===== src/rtl/cpc_pkg.sv =====
// shared constants, payload types and stage records of the cross peak clip filter
`default_nettype none

package cpc_pkg;

    localparam int MAX_WIDTH      = 1024;
    localparam int PIXEL_BITS     = 16;
    localparam int COL_BITS       = $clog2(MAX_WIDTH);
    localparam int FW_BITS        = 11;
    localparam int FH_BITS        = 16;
    localparam int CFG_INDEX_BITS = 2;
    localparam int CFG_DATA_BITS  = 16;
    localparam int PAIR_BITS      = 2 * PIXEL_BITS;

    // register indexes of the configuration port
    localparam logic [CFG_INDEX_BITS-1:0] CFG_FRAME_WIDTH  = 2'd0;
    localparam logic [CFG_INDEX_BITS-1:0] CFG_FRAME_HEIGHT = 2'd1;

    // item kinds
    localparam logic KIND_PIXEL = 1'b0;
    localparam logic KIND_FLUSH = 1'b1;

    typedef logic [PIXEL_BITS-1:0] pixel_t;
    typedef logic [COL_BITS-1:0]   col_t;
    typedef logic [FH_BITS-1:0]    row_t;

    typedef enum logic {
        PATH_LAGGED,
        PATH_FLUSH
    } path_t;

    typedef struct packed {
        logic   kind;
        pixel_t pixel_in;
    } in_item_t;

    typedef struct packed {
        pixel_t pixel_out;
        logic   end_of_row;
        logic   end_of_frame;
    } out_item_t;

    typedef struct packed {
        logic                      valid;
        logic [CFG_INDEX_BITS-1:0] index;
        logic [CFG_DATA_BITS-1:0]  data;
    } cfg_wr_t;

    // one column of both line buffers
    typedef struct packed {
        pixel_t older;
        pixel_t newer;
    } line_pair_t;

    typedef struct packed {
        col_t left_addr;
        col_t mid_addr;
        col_t right_addr;
        col_t cur_addr;
    } rd_addr_t;

    typedef struct packed {
        logic       we;
        col_t       addr;
        line_pair_t data;
    } wr_port_t;

    // decision record handed from the sequencer to the window stage
    typedef struct packed {
        logic   emit;
        logic   write;
        path_t  path;
        col_t   out_col;
        col_t   in_col;
        pixel_t pixel;
        logic   up_en;
        logic   left_en;
        logic   right_en;
        logic   down_en;
        logic   eor;
        logic   eof;
    } stage_req_t;

endpackage

`default_nettype wire


===== src/rtl/cpc_seq.sv =====
// sequencer: configuration registers, raster counters, memory addresses
`default_nettype none

module cpc_seq (
    input  wire logic                aclk,
    input  wire logic                aresetn,
    input  wire cpc_pkg::cfg_wr_t    cfg_wr,
    input  wire logic                accept,
    input  wire cpc_pkg::in_item_t   item,
    output cpc_pkg::rd_addr_t        rd_addr,
    output logic                     req_valid_reg,
    output cpc_pkg::stage_req_t      req_reg
);

    import cpc_pkg::*;

    localparam int ROW_EXT = FH_BITS + 1;

    logic [FW_BITS-1:0] frame_width_reg, frame_width_next;
    logic [FH_BITS-1:0] frame_height_reg, frame_height_next;
    col_t               in_col_reg, in_col_next;
    col_t               out_col_reg, out_col_next;
    row_t               in_row_reg, in_row_next;
    row_t               out_row_reg, out_row_next;
    logic [FW_BITS-1:0] pending_reg, pending_next;
    logic               req_valid_next;
    stage_req_t         req_next;

    logic [FW_BITS-1:0] w_eff;
    logic [FW_BITS-1:0] full;
    logic [FH_BITS-1:0] h_eff;
    logic               in_col_last, in_row_last, out_col_last, out_row_last;
    logic               is_full, flush_ok, emit;

    always_comb begin
        w_eff = frame_width_reg;
        if (frame_width_reg == '0) begin
            w_eff = FW_BITS'(1);
        end else if (frame_width_reg > FW_BITS'(MAX_WIDTH)) begin
            w_eff = FW_BITS'(MAX_WIDTH);
        end
        h_eff = (frame_height_reg == '0) ? FH_BITS'(1) : frame_height_reg;
        full  = w_eff + FW_BITS'(1);

        in_col_last  = (FW_BITS'(in_col_reg) + FW_BITS'(1)) >= w_eff;
        out_col_last = (FW_BITS'(out_col_reg) + FW_BITS'(1)) >= w_eff;
        in_row_last  = (ROW_EXT'(in_row_reg) + ROW_EXT'(1)) >= ROW_EXT'(h_eff);
        out_row_last = (ROW_EXT'(out_row_reg) + ROW_EXT'(1)) >= ROW_EXT'(h_eff);

        is_full  = pending_reg >= full;
        flush_ok = (pending_reg != '0) && (in_col_reg == '0) && (in_row_reg == '0);
        emit     = (item.kind == KIND_PIXEL) ? is_full : flush_ok;

        frame_width_next  = frame_width_reg;
        frame_height_next = frame_height_reg;
        in_col_next       = in_col_reg;
        in_row_next       = in_row_reg;
        out_col_next      = out_col_reg;
        out_row_next      = out_row_reg;
        pending_next      = pending_reg;

        if (cfg_wr.valid) begin
            case (cfg_wr.index)
                CFG_FRAME_WIDTH: begin
                    frame_width_next = cfg_wr.data[FW_BITS-1:0];
                end
                CFG_FRAME_HEIGHT: begin
                    frame_height_next = cfg_wr.data[FH_BITS-1:0];
                end
                default: begin
                end
            endcase
        end

        if (accept) begin
            if (item.kind == KIND_PIXEL) begin
                if (in_col_last) begin
                    in_col_next = '0;
                    in_row_next = in_row_last ? '0 : in_row_reg + FH_BITS'(1);
                end else begin
                    in_col_next = in_col_reg + COL_BITS'(1);
                end
                pending_next = is_full ? full : pending_reg + FW_BITS'(1);
            end else if (flush_ok) begin
                pending_next = is_full ? w_eff : pending_reg - FW_BITS'(1);
            end
            if (emit) begin
                if (out_col_last) begin
                    out_col_next = '0;
                    out_row_next = out_row_last ? '0 : out_row_reg + FH_BITS'(1);
                end else begin
                    out_col_next = out_col_reg + COL_BITS'(1);
                end
            end
        end

        req_valid_next    = accept;
        req_next.emit     = emit;
        req_next.write    = (item.kind == KIND_PIXEL);
        req_next.path     = (item.kind == KIND_FLUSH && !is_full) ? PATH_FLUSH : PATH_LAGGED;
        req_next.out_col  = out_col_reg;
        req_next.in_col   = in_col_reg;
        req_next.pixel    = item.pixel_in;
        req_next.up_en    = (out_row_reg != '0);
        req_next.left_en  = (out_col_reg != '0);
        req_next.right_en = !out_col_last;
        req_next.down_en  = !out_row_last;
        req_next.eor      = out_col_last;
        req_next.eof      = out_col_last && out_row_last;

        rd_addr.left_addr  = out_col_reg - COL_BITS'(1);
        rd_addr.mid_addr   = out_col_reg;
        rd_addr.right_addr = out_col_reg + COL_BITS'(1);
        rd_addr.cur_addr   = in_col_reg;
    end

    always_ff @(posedge aclk) begin
        if (!aresetn) begin
            frame_width_reg  <= FW_BITS'(MAX_WIDTH);
            frame_height_reg <= FH_BITS'(1);
            in_col_reg       <= '0;
            in_row_reg       <= '0;
            out_col_reg      <= '0;
            out_row_reg      <= '0;
            pending_reg      <= '0;
            req_valid_reg    <= 1'b0;
        end else begin
            frame_width_reg  <= frame_width_next;
            frame_height_reg <= frame_height_next;
            in_col_reg       <= in_col_next;
            in_row_reg       <= in_row_next;
            out_col_reg      <= out_col_next;
            out_row_reg      <= out_row_next;
            pending_reg      <= pending_next;
            req_valid_reg    <= req_valid_next;
        end
    end

    always_ff @(posedge aclk) begin
        req_reg <= req_next;
    end

endmodule

`default_nettype wire


===== config.mk =====
export PLATFORM = sky130hd
export DESIGN_NAME = cpc_seq
export DESIGN_NICKNAME = d
export VERILOG_FILES = /design/src/rtl/cpc_pkg.sv /design/src/rtl/cpc_seq.sv
export SDC_FILE = /design/constraint.sdc
export NUM_CORES = 1
export LEC_CHECK = 0
export ABC_AREA = 1
export BUFFER_PORTS_ARGS = -buffer_cell sky130_fd_sc_hd__buf_2
export CAP_MARGIN = 20
export CORE_ASPECT_RATIO = 0.8
export CORE_MARGIN = 3
export CORE_UTILIZATION = 50
export CTS_CLUSTER_SIZE = 30
export DETAILED_ROUTE_END_ITERATION = 7
export PLACE_DENSITY = 0.79
export SYNTH_ARGS = -nofsm -noshare
export SYNTH_HDL_FRONTEND = slang
export SYNTH_SLANG_ARGS = --single-unit

===== constraint.sdc =====
create_clock -name aclk -period 4.7 [get_ports aclk]
set_input_delay 0.94 -clock aclk [delete_from_list [all_inputs] [get_ports aclk]]
set_output_delay 0.94 -clock aclk [all_outputs]
set_load 0.01 [all_outputs]

### Yosys cells after proc, flatten, opt, wreduce, memory -nomap -nowiden

Cells that the tools add are included.

* $lt $le $gt $ge: 6
* mux-type cells: 13
* $add $sub $neg: 12
* reduce and logical (&&, ||, !) cells: 22
* equality and inequality tests: 2
* bitwise operators: 1

Operators with widths (number)
* 11-bit two-way mux: 6
* 16-bit two-way mux: 3
* 16-bit by 1-bit adder with 17-bit output, second input constant: 2
* 17-bit by 16-bit greater-or-equal comparator with 1-bit output: 2
* 11-bit greater-or-equal comparator: 3
* 16-bit by 1-bit adder with 16-bit output, second input constant: 2
* 16-bit logical NOT: 2
* 10-bit by 1-bit adder with 11-bit output, second input constant: 2
* 11-bit by 1-bit adder with 11-bit output, second input constant: 2
* 10-bit by 1-bit adder with 10-bit output, second input constant: 2
* 10-bit two-way mux: 2
* 16-bit nonzero test: 1
* 11-bit > comparator, second input constant: 1
* 11-bit logical NOT: 1
* 11-bit nonzero test: 1
* 11-bit by 1-bit subtractor with 11-bit output, second input constant: 1
* 10-bit logical NOT: 1
* 2-bit AND reduction: 5
* 10-bit nonzero test: 1
* 10-bit by 1-bit subtractor with 10-bit output, second input constant: 1
* 3-bit AND reduction: 2
* 1-bit logical AND: 4
* 1-bit logical NOT: 3
* 2-bit by 1-bit equality test with 1-bit output, second input constant: 1
* other kinds (4): 5

* output and inout port bits: 86
* logic and storage cells: 76
* bits of input ports: 39
* flip-flop bits (word level): 136

### Depth between registers and ports, before layout

Gate-level depths: netlist of run 1.

* word-level depth: 8
* mapped depth: 27
* depth with buffers taken out: 27

### Worst setup path before layout of run 1

OpenSTA, ideal clock, no wires.

* path kind: flip-flop to flip-flop
* start: reg frame_width_reg[5]
* end: reg out_col_reg[9]
* stages on the path, launching flop included: 26
* library setup time: 0.116 ns
* setup slack: 1.363 ns
* buffers on the path: 1
* arrival: 3.221 ns
* data required time: 4.584 ns
* cell sequence: dfxtp_1 > nor2_1 > nand3_2 > nor2_2 > a21o_1 > nand2_1 > inv_1 > ha_1 > nand2_1 > nor2_1 > nand4_1 > inv_1 > nand2_1 > nor2_1 > a31oi_1 > ha_1 > nand2_1 > nor2_1 > nand4_1 > nor2_2 > nor2_4 > nand3_4 > nand2_2 > buf_4 > o21ai_0 > nor2_1

* word-level cells in the longest chain between the ends: 7

RTL lines
* start: declaration: RTL line cpc_seq.sv:19 `logic [FW_BITS-1:0] frame_width_reg, frame_width_next;`
* start signal: assignment: RTL line cpc_seq.sv:119 `frame_width_reg <= FW_BITS'(MAX_WIDTH);`
* start signal: assignment: RTL line cpc_seq.sv:128 `frame_width_reg <= frame_width_next;`
* 11-bit > comparator: RTL line cpc_seq.sv:39 `end else if (frame_width_reg > FW_BITS'(MAX_WIDTH)) begin`
* 11-bit two-way mux: RTL line cpc_seq.sv:39
* 11-bit two-way mux *: RTL line cpc_seq.sv:37 `if (frame_width_reg == '0) begin`
* 11-bit by 1-bit adder with 11-bit output: RTL line cpc_seq.sv:43 `full = w_eff + FW_BITS'(1);`
* 11-bit greater-or-equal comparator: RTL line cpc_seq.sv:50 `is_full = pending_reg >= full;`
* 1-bit two-way mux: RTL line cpc_seq.sv:52 `emit = (item.kind == KIND_PIXEL) ? is_full : flush_ok;`
* 2-bit AND reduction (no source line)
* end signal: assignment: RTL line cpc_seq.sv:132 `out_col_reg <= out_col_next;`
* end: declaration: RTL line cpc_seq.sv:22 `col_t out_col_reg, out_col_next;`

Mark *: on every way between the ends. The rest lies on a longest branch, timed or not.
A chain may end at the register's enable or synchronous reset.

### Worst setup path after layout of run 1

* start: reg in_col_reg[2]
* end: reg in_row_reg[0]

* word-level cells in the longest chain between the ends: 3

RTL lines
* start: declaration: RTL line cpc_seq.sv:21 `col_t in_col_reg, in_col_next;`
* start signal: assignment: RTL line cpc_seq.sv:130 `in_col_reg <= in_col_next;`
* 10-bit by 1-bit adder with 11-bit output: RTL line cpc_seq.sv:45 `in_col_last = (FW_BITS'(in_col_reg) + FW_BITS'(1)) >= w_eff;`
* 11-bit greater-or-equal comparator: RTL line cpc_seq.sv:45
* 3-bit AND reduction (no source line)
* end signal: assignment: RTL line cpc_seq.sv:131 `in_row_reg <= in_row_next;`
* end: declaration: RTL line cpc_seq.sv:23 `row_t in_row_reg, in_row_next;`

No other way between the ends.

==> flow_summary.html, run 1 <==
<table>
<tr><th>Metric</th><th>Value</th></tr>
<tr><th colspan="2">Run status</th></tr>
<tr><td>Outcome</td><td>finished, final reports clean</td></tr>
<tr><th colspan="2">Route</th></tr>
<tr><td>Number of antenna-violating nets in the routed design</td><td>0</td></tr>
<tr><td>Routed wirelength normalized by instance count</td><td>14.76 µm</td></tr>
<tr><td>Drt initial violations</td><td>601</td></tr>
<tr><td>Number of design rule violations left after detail routing</td><td>0</td></tr>
<tr><td>Wirelength, routed</td><td>21.10 mm</td></tr>
<tr><td>Average via count per standard cell</td><td>5.383</td></tr>
<tr><td>Via Count</td><td>7,693</td></tr>
<tr><td>First-pass DRT Iterations</td><td>5</td></tr>
<tr><th colspan="2">Logic synthesis</th></tr>
<tr><td>Async set-or-reset flop fraction in the synthesized netlist</td><td>0</td></tr>
<tr><td>Most used flip-flop cell after synthesis</td><td>dfxtp_1</td></tr>
<tr><td>Multiplexer share of the synthesized area</td><td>0</td></tr>
<tr><td>Mean Syn Cell Area</td><td>7.506 µm²</td></tr>
<tr><td>Area fraction of the dominant cell type after synthesis</td><td>0.3280</td></tr>
<tr><td>Leading post-synthesis cells by cell area</td><td>dfxtp_1 33%, ha_1 12%, nand2_1 7.6%, xor2_1 6.4%, nand3_1 6.3%</td></tr>
<tr><td>Net count after synthesis</td><td>1,222</td></tr>
<tr><td>Unique masters post-synth</td><td>51</td></tr>
<tr><td>Commonest cells in the synthesized netlist</td><td>168 x nand2_1, 136 x dfxtp_1, 131 x inv_1</td></tr>
<tr><td>Post-Syn Area</td><td>0.008302 mm²</td></tr>
<tr><td>Number of warnings reported in the yosys synthesis log</td><td>0</td></tr>
<tr><td>Area leader, netlist</td><td>dfxtp_1</td></tr>
<tr><td>Post-Synth Adder-Cell Area</td><td>0.1161</td></tr>
<tr><td>Sequential-to-total area share from yosys stat</td><td>0.3280</td></tr>
<tr><td>Compound-Gate Fraction of Synth Area</td><td>0.1159</td></tr>
<tr><td>Library cell with the highest instance count after synthesis</td><td>nand2_1</td></tr>
<tr><td>Gate count of the mapped netlist</td><td>1,106</td></tr>
<tr><td>Largest family of logic cells by synthesized area</td><td>simple AND/OR/NAND/NOR gates</td></tr>
<tr><td>Count of flip-flops with a built-in enable after synthesis</td><td>0</td></tr>
<tr><td>Xor and xnor area share after synthesis</td><td>0.07280</td></tr>
<tr><td>Simple logic cell fraction of the synthesized area</td><td>0.2648</td></tr>
<tr><td>Post-synthesis register bit count</td><td>136</td></tr>
<tr><th colspan="2">Worst setup path</th></tr>
<tr><td>Required time of the critical path</td><td>5.01 ns</td></tr>
<tr><td>Endpoint of the worst-slack reg-to-reg timing path</td><td>in_row_reg[0]</td></tr>
<tr><td>Endpoint type of the worst setup path</td><td>register</td></tr>
<tr><td>CP dominant cell by count</td><td>nor2_1</td></tr>
<tr><td>Crit path launch</td><td>in_col_reg[2]</td></tr>
<tr><td>Stage delay of the slowest cell on the critical path</td><td>0.58 ns</td></tr>
<tr><td>Startpoint type of the worst setup path</td><td>register</td></tr>
<tr><td>Kind of cell adding the most delay to the critical path</td><td>simple AND/OR/NAND/NOR gates</td></tr>
<tr><td>Critical Path Fanout Max</td><td>11</td></tr>
<tr><td>Critical-path top delay cell</td><td>dfxtp_1</td></tr>
<tr><td>Bufs and invs on worst path</td><td>3</td></tr>
<tr><td>Internal reg-to-reg setup slack</td><td>0.58 ns</td></tr>
<tr><td>Worst path arrival time</td><td>4.43 ns</td></tr>
<tr><td>Crit path kind</td><td>register to register</td></tr>
<tr><td>Reg2Reg Launch Point</td><td>in_col_reg[2]</td></tr>
<tr><td>Critical-path cell list</td><td>nand3_1 &gt; nor2_1 &gt; nand4_1 &gt; nor3_1 &gt; xor2_1 &gt; inv_1 &gt; ha_1 &gt; nand2_1 &gt; nor2_1 &gt; nand3_1 &gt; o311ai_0 &gt; inv_1 &gt; nor2_1 &gt; clkinv_1 &gt; o21ai_0 &gt; a21oi_2</td></tr>
<tr><td>Worst R2R Path Depth</td><td>16</td></tr>
<tr><th colspan="2">Global route</th></tr>
<tr><td>Pin count of the biggest net entering global routing</td><td>39</td></tr>
<tr><td>Initial antenna violation count</td><td>4</td></tr>
<tr><td>Number of global-route vias before repair</td><td>7,039</td></tr>
<tr><td>GRT Total Usage</td><td>0.2364</td></tr>
<tr><td>First-pass GRT wire length</td><td>34.38 mm</td></tr>
<tr><td>Total congestion overflow after global routing</td><td>0</td></tr>
<tr><th colspan="2">Worst hold path</th></tr>
<tr><td>Hold Path Depth</td><td>0</td></tr>
<tr><td>Hold path startpoint</td><td>out_col_reg[1]</td></tr>
<tr><td>Worst Hold Class</td><td>register to register</td></tr>
<tr><td>Endpoint of the worst hold-timing path</td><td>req_reg[33]</td></tr>
<tr><th colspan="2">STA</th></tr>
<tr><td>Worst clock skew</td><td>0.007206 ns</td></tr>
<tr><td>Number of max-slew violations in the final report</td><td>0</td></tr>
<tr><td>Min Clock Period, post-route</td><td>4.121 ns</td></tr>
<tr><td>Upper clock frequency limit</td><td>0.2427 GHz</td></tr>
<tr><td>Ratio of final minimum period to clock period</td><td>0.8767</td></tr>
<tr><td>Least-Margin Pin Slew</td><td>0.9008 ns</td></tr>
<tr><td>Number of failing hold endpoints at the final stage</td><td>0</td></tr>
<tr><td>Worst slew margin relative to its limit</td><td>0.3978</td></tr>
<tr><td>Sum of negative setup slack</td><td>0 ns</td></tr>
<tr><td>Final setup violation count</td><td>0</td></tr>
<tr><td>Unrepaired setup endpoints after global routing</td><td>false</td></tr>
<tr><th colspan="2">Clock tree</th></tr>
<tr><td>Clock latency of the later-clocked register in the worst-skew pair</td><td>0.43 ns</td></tr>
<tr><td>H-tree depth reported by CTS</td><td>4</td></tr>
<tr><td>Clk slew on worst S/H paths</td><td>0.06 ns</td></tr>
<tr><td>Number of CTS-inserted buffers</td><td>17</td></tr>
<tr><td>Root Driver</td><td>clkbuf_16</td></tr>
<tr><td>Buffer depth of the longest clock path</td><td>2</td></tr>
<tr><td>TritonCTS clock tree</td><td>done</td></tr>
<tr><td>Hold-fix buffer count after cts</td><td>0</td></tr>
<tr><td>Clock Sink Count</td><td>136</td></tr>
<tr><td>Gates resized, CTS repair</td><td>0</td></tr>
<tr><td>Post-CTS repair timing setup buffer count</td><td>0</td></tr>
<tr><th colspan="2">Floorplan</th></tr>
<tr><td>Floorplan die width</td><td>150.1 µm</td></tr>
<tr><td>Placement Rows</td><td>41</td></tr>
<tr><td>Placeable core region</td><td>0.01601 mm²</td></tr>
<tr><td>Die area</td><td>0.01820 mm²</td></tr>
<tr><td>Vertical die dimension</td><td>121.3 µm</td></tr>
<tr><td>Number of ports placed on the die boundary</td><td>125</td></tr>
<tr><td>Starting density of the core</td><td>0.5187</td></tr>
<tr><th colspan="2">Placement</th></tr>
<tr><td>Last weighted congestion value of the routability-driven placer</td><td>0.9048</td></tr>
<tr><td>Placed inst area</td><td>0.008885 mm²</td></tr>
<tr><td>Detail Placement HPWL</td><td>15.95 mm</td></tr>
<tr><td>IO Port Bufs</td><td>124</td></tr>
<tr><th colspan="2">Final layout</th></tr>
<tr><td>Final design instance area without fill</td><td>0.009503 mm²</td></tr>
<tr><td>Fillers</td><td>1,483</td></tr>
<tr><td>Layout cells sized above 1</td><td>0.1602</td></tr>
<tr><td>Layout net count</td><td>1,315</td></tr>
<tr><td>Area delta synth-&gt;final</td><td>14.47%</td></tr>
<tr><td>Max reg flops</td><td>45</td></tr>
<tr><th colspan="2">Pwr</th></tr>
<tr><td>Final Power</td><td>3.544 mW</td></tr>
<tr><td>Peak supply drop</td><td>0.2472 mV</td></tr>
<tr><td>Leak Pwr</td><td>4.513 nW</td></tr>
<tr><td>Power per unit of standard cell area</td><td>373.0 mW/mm²</td></tr>
<tr><th colspan="2">Flow run</th></tr>
<tr><td>Reported max-cap violation count</td><td>0</td></tr>
</table>
[area by class of cell]
cell class	count	area [µm²]	share of cell area
Inverter	135	506.7	0.05332
Clock buffer	18	439.2	0.04621
Clock inverter	13	171.4	0.01804
Sequential cell	136	2723	0.2865
Antenna cell	3	7.507	0.0007900
Multi-Input combinational cell	780	4728	0.4976
Timing Repair Buffer	129	658.1	0.06926
Tap cell	215	269.0	0.02831
[kinds of logic (layout without fill, tap and decap cells)]
kind of cell / count (synthesis) / after routing
and+or+nand+nor: 462 / 462
other: 0 / 3
DFF: 136 / 136
AOI/OAI and AO/OA: 172 / 172
buffers and inverters: 190 / 295
adders and majority gates: 77 / 77
xor gates and xnor gates: 69 / 69
[report_power, final]
| part | internal, mW | switching, mW | leakage (nW) |
|---|---|---|---|
| sequential | 1.23 | 0.0649 | 1.11 |
| combinational | 0.321 | 0.536 | 3.12 |
| clock | 0.850 | 0.543 | 0.281 |
| total | 2.40 | 1.14 | 4.51 |
[layer usage]
layer	part of all wire	track usage
met2	0.44	0.3654
met4	0.012	0.06514
met1	0.47	0.3287
met3	0.078	0.05937
met5	0.00062	0
[layout by cell type (no fill, tap or decap), drive strengths merged, types with 36 or more instances in the layout]
master  netlist  routed
nand2       176     176
buf          35     129
inv         132     134
xor2         61      61
ha           77      77
nand3       112     112
o21ai        58      58
dfxtp       136     136
a21oi        88      88
nor2         94      94
nand4        36      36
[worst max path at each step]
| stage | cells past startpoint | slack [ns] | end |
|---|---|---|---|
| after floorplan | 25 | 1.36 | out_col_reg[9] |
| after global placement | 24 | 0.88 | pending_reg[6] |
| after detailed placement | 23 | 0.71 | out_row_reg[10] |
| after CTS | 24 | 0.67 | out_row_reg[10] |
| after global routing | 24 | 0.14 | out_row_reg[6] |
| final | 16 | 0.58 | in_row_reg[0] |
[metrics by stage]
stage	utilization	worst slack (ns)	cells	hold WS, ns
6_report	0.5937	0.5793	1429	0.4078
5_1_grt	0.5936	0.1386	1428	0.4228
4_1_cts	0.5933	0.6687	1426	0.4036
3_5_place_dp	0.5551	0.7099	1395	0.3930
3_3_place_gp	0.5551	0.8758	1395	0.3964
2_1_floorplan	-	1.363	1106	0.3501
Power figures use the tool's default switching activity.
==> run 2: changes to the inputs <==
--- a/config.mk
+++ b/config.mk
@@ -9,7 +9,7 @@
 export BUFFER_PORTS_ARGS = -buffer_cell sky130_fd_sc_hd__buf_2
 export CAP_MARGIN = 20
 export CORE_ASPECT_RATIO = 0.8
-export CORE_MARGIN = 3
+export CORE_MARGIN = 2
 export CORE_UTILIZATION = 50
 export CTS_CLUSTER_SIZE = 30
 export DETAILED_ROUTE_END_ITERATION = 7
==> run 2 against run 1 <==
Effect of this change:
- total power rose by 0.73%
- highest routed layer unchanged
- largest cell class unchanged
- first-iteration DRC count rose by 15%
- combinational power rose by 0.5%
- via count rose by 0.21%
- core utilization shrank 1.3 points
- final cell count increased by 0.28%
- critical path depth is 5 higher
- critical path type unchanged
- global-route usage increased by 0.33 points
==> flow_summary.html, run 2 (same netlist as run 1, synthesis figures left out) <==
<table>
<tr><th>Metric</th><th>Value</th></tr>
<tr><th colspan="2">Pwr</th></tr>
<tr><td>Leak Pwr</td><td>4.528 nW (was 4.513 nW)</td></tr>
<tr><td>Final Power</td><td>3.570 mW (was 3.544 mW)</td></tr>
<tr><td>Peak supply drop</td><td>0.2500 mV (was 0.2472 mV)</td></tr>
<tr><td>Power per unit of standard cell area</td><td>375.0 mW/mm² (was 373.0 mW/mm²)</td></tr>
<tr><th colspan="2">STA</th></tr>
<tr><td>Least-Margin Pin Slew</td><td>0.9478 ns (was 0.9008 ns)</td></tr>
<tr><td>Ratio of final minimum period to clock period</td><td>0.8895 (was 0.8767)</td></tr>
<tr><td>Min Clock Period, post-route</td><td>4.181 ns (was 4.121 ns)</td></tr>
<tr><td>Final setup violation count</td><td>0 (unchanged)</td></tr>
<tr><td>Upper clock frequency limit</td><td>0.2392 GHz (was 0.2427 GHz)</td></tr>
<tr><td>Worst clock skew</td><td>0.008469 ns (was 0.007206 ns)</td></tr>
<tr><td>Unrepaired setup endpoints after global routing</td><td>false (unchanged)</td></tr>
<tr><td>Sum of negative setup slack</td><td>0 ns (unchanged)</td></tr>
<tr><td>Number of failing hold endpoints at the final stage</td><td>0 (unchanged)</td></tr>
<tr><td>Number of max-slew violations in the final report</td><td>0 (unchanged)</td></tr>
<tr><td>Worst slew margin relative to its limit</td><td>0.3663 (was 0.3978)</td></tr>
<tr><th colspan="2">Route</th></tr>
<tr><td>Routed wirelength normalized by instance count</td><td>14.55 µm (was 14.76 µm)</td></tr>
<tr><td>Via Count</td><td>7,709 (was 7,693)</td></tr>
<tr><td>Drt initial violations</td><td>692 (was 601)</td></tr>
<tr><td>Number of antenna-violating nets in the routed design</td><td>0 (unchanged)</td></tr>
<tr><td>Average via count per standard cell</td><td>5.380 (was 5.383)</td></tr>
<tr><td>Number of design rule violations left after detail routing</td><td>0 (unchanged)</td></tr>
<tr><td>Wirelength, routed</td><td>20.85 mm (was 21.10 mm)</td></tr>
<tr><td>First-pass DRT Iterations</td><td>6 (was 5)</td></tr>
<tr><th colspan="2">Final layout</th></tr>
<tr><td>Max reg flops</td><td>45 (unchanged)</td></tr>
<tr><td>Area delta synth-&gt;final</td><td>14.68% (was 14.47%)</td></tr>
<tr><td>Fin cells</td><td>1,433 (was 1,429)</td></tr>
<tr><td>Commonest cells after routing, fill and taps aside</td><td>168 x nand2_1, 136 x dfxtp_1, 131 x inv_1, 124 x buf_2, 105 x nand3_1 (unchanged)</td></tr>
<tr><td>Most frequent standard cell in the layout excluding fill and tap cells</td><td>nand2_1 (unchanged)</td></tr>
<tr><td>Layout net count</td><td>1,316 (was 1,315)</td></tr>
<tr><td>Layout cells sized above 1</td><td>0.1594 (was 0.1602)</td></tr>
<tr><th colspan="2">Placement</th></tr>
<tr><td>Post-Place Cells</td><td>1,401 (was 1,395)</td></tr>
<tr><td>Last weighted congestion value of the routability-driven placer</td><td>0.8911 (was 0.9048)</td></tr>
<tr><td>Detail Placement HPWL</td><td>15.59 mm (was 15.95 mm)</td></tr>
<tr><td>IO Port Bufs</td><td>124 (unchanged)</td></tr>
<tr><th colspan="2">Worst hold path</th></tr>
<tr><td>Endpoint of the worst hold-timing path</td><td>req_reg[33] (unchanged)</td></tr>
<tr><td>Worst Hold Class</td><td>register to register (unchanged)</td></tr>
<tr><td>Hold Path Depth</td><td>0 (unchanged)</td></tr>
<tr><td>Hold path startpoint</td><td>out_col_reg[1] (unchanged)</td></tr>
<tr><th colspan="2">Global route</th></tr>
<tr><td>Initial antenna violation count</td><td>4 (unchanged)</td></tr>
<tr><td>GRT Total Usage</td><td>0.2398 (was 0.2364)</td></tr>
<tr><td>Pin count of the biggest net entering global routing</td><td>53 (was 39)</td></tr>
<tr><td>First-pass GRT wire length</td><td>33.95 mm (was 34.38 mm)</td></tr>
<tr><td>Number of global-route vias before repair</td><td>6,806 (was 7,039)</td></tr>
<tr><td>Total congestion overflow after global routing</td><td>0 (unchanged)</td></tr>
<tr><th colspan="2">Floorplan</th></tr>
<tr><td>Number of ports placed on the die boundary</td><td>125 (unchanged)</td></tr>
<tr><td>Vertical die dimension</td><td>119.3 µm (was 121.3 µm)</td></tr>
<tr><td>Die area</td><td>0.01766 mm² (was 0.01820 mm²)</td></tr>
<tr><td>Floorplan die width</td><td>148.1 µm (was 150.1 µm)</td></tr>
<tr><td>Starting density of the core</td><td>0.5063 (was 0.5187)</td></tr>
<tr><td>Placement Rows</td><td>42 (was 41)</td></tr>
<tr><td>Placeable core region</td><td>0.01640 mm² (was 0.01601 mm²)</td></tr>
<tr><th colspan="2">Clock tree</th></tr>
<tr><td>Gates resized, CTS repair</td><td>0 (unchanged)</td></tr>
<tr><td>H-tree depth reported by CTS</td><td>4 (unchanged)</td></tr>
<tr><td>Hold-fix buffer count after cts</td><td>0 (unchanged)</td></tr>
<tr><td>Clk slew on worst S/H paths</td><td>0.06 ns (about the same)</td></tr>
<tr><td>Number of CTS-inserted buffers</td><td>17 (unchanged)</td></tr>
<tr><td>TritonCTS clock tree</td><td>done (unchanged)</td></tr>
<tr><td>Clock Sink Count</td><td>136 (unchanged)</td></tr>
<tr><td>Root Driver</td><td>clkbuf_16 (unchanged)</td></tr>
<tr><td>Buffer depth of the longest clock path</td><td>2 (unchanged)</td></tr>
<tr><td>Post-CTS repair timing setup buffer count</td><td>0 (unchanged)</td></tr>
<tr><td>Clock latency of the later-clocked register in the worst-skew pair</td><td>0.43 ns (about the same)</td></tr>
<tr><th colspan="2">Worst setup path</th></tr>
<tr><td>Critical Path Fanout Max</td><td>26 (was 11)</td></tr>
<tr><td>Required time of the critical path</td><td>5.00 ns (was 5.01 ns)</td></tr>
<tr><td>Startpoint type of the worst setup path</td><td>register (unchanged)</td></tr>
<tr><td>Endpoint of the worst-slack reg-to-reg timing path</td><td>out_row_reg[13] (was in_row_reg[0])</td></tr>
<tr><td>Worst R2R Path Depth</td><td>21 (was 16)</td></tr>
<tr><td>Crit path kind</td><td>register to register (unchanged)</td></tr>
<tr><td>Endpoint type of the worst setup path</td><td>register (unchanged)</td></tr>
<tr><td>Worst path arrival time</td><td>4.48 ns (was 4.43 ns)</td></tr>
<tr><td>Reg2Reg Launch Point</td><td>frame_width_reg[5] (was in_col_reg[2])</td></tr>
<tr><td>Internal reg-to-reg setup slack</td><td>0.52 ns (was 0.58 ns)</td></tr>
<tr><th colspan="2">Run status</th></tr>
<tr><td>Outcome</td><td>finished, final reports clean (unchanged)</td></tr>
<tr><th colspan="2">Flow run</th></tr>
<tr><td>Reported max-cap violation count</td><td>0 (unchanged)</td></tr>
</table>
[run 2: cell types whose count changed in the layout (fill, tap and decap cells not counted), sizes merged]
cell,before,now
buf,129,130
bufinv,3,4
clkbuf,18,19
clkinvlp,5,3
diode,3,2
inv,134,133
[run 2: power breakdown]
part	leakage (nW)	switching, mW	total (mW)	internal, mW
combinational	3.12	0.537	0.860	0.323
clock	0.292	0.517	1.41	0.897
sequential	1.11	0.0651	1.30	1.23
[run 2: critical path: stages, from the launching register on]
cell and delay, ns:
dfxtp_1 0.36, nor2_1 0.16, nand3_2 0.13, o21bai_4 0.21, nand2_1 0.14, inv_1 0.14, ha_1 0.20, nand2_1 0.06
nor2_1 0.24, nand4_1 0.19, inv_1 0.08, nand2_1 0.05, nor2_1 0.16, a31oi_1 0.16, ha_1 0.33, nand2_1 0.07
nor2_1 0.18, nand2_2 0.31, nand3_4 0.20, nand3_4 0.28, nand2_4 0.30, o22ai_1 0.10
[run 2: metal layers]
layer / vias up / wire, µm / track usage / part of all wire
met5: - / 23 / 0 / 0.0011
met1: 3536 / 9794 / 0.3435 / 0.47
met2: 272 / 8978 / 0.3568 / 0.43
met3: 25 / 1801 / 0.07011 / 0.086
li1: 3872 / - / - / -
met4: 4 / 248 / 0.05238 / 0.012
[run 2: final cells by class]
| cell class | instances | area, µm² |
|---|---|---|
| sequential | 136 | 2723 |
| clock inverter | 11 | 173.9 |
| antenna | 2 | 5.005 |
| multi-input combinational | 780 | 4728 |
| inverter | 135 | 506.7 |
| fill | 1472 | 6875 |
| timing repair buffer | 130 | 665.6 |
| clock buffer | 19 | 442.9 |
| tap | 220 | 275.3 |
[run 2: how the worst max path moves through the flow]
stage	startpoint	cells after the start	endpoint
2_1_floorplan	frame_width_reg[5]	25	out_col_reg[9]
3_3_place_gp	frame_width_reg[8]	23	out_row_reg[13]
3_5_place_dp	frame_width_reg[5]	21	out_row_reg[10]
4_1_cts	frame_width_reg[5]	23	out_row_reg[13]
5_1_grt	frame_width_reg[5]	21	out_row_reg[11]
6_report	frame_width_reg[5]	21	out_row_reg[13]
[run 2: metrics by stage]
stage                     setup WS [ns]    util  hold slack (ns)  cell area [µm²]
final                            0.5194  0.5807           0.4008             9520
after CTS                        0.6012  0.5804           0.4007             9515
after detailed placement         0.7380  0.5427           0.3931             8899
after global placement           0.8973  0.5427           0.3953             8899
after global routing             0.2349  0.5805           0.4089             9518
after floorplan                   1.363       -           0.3501             8302
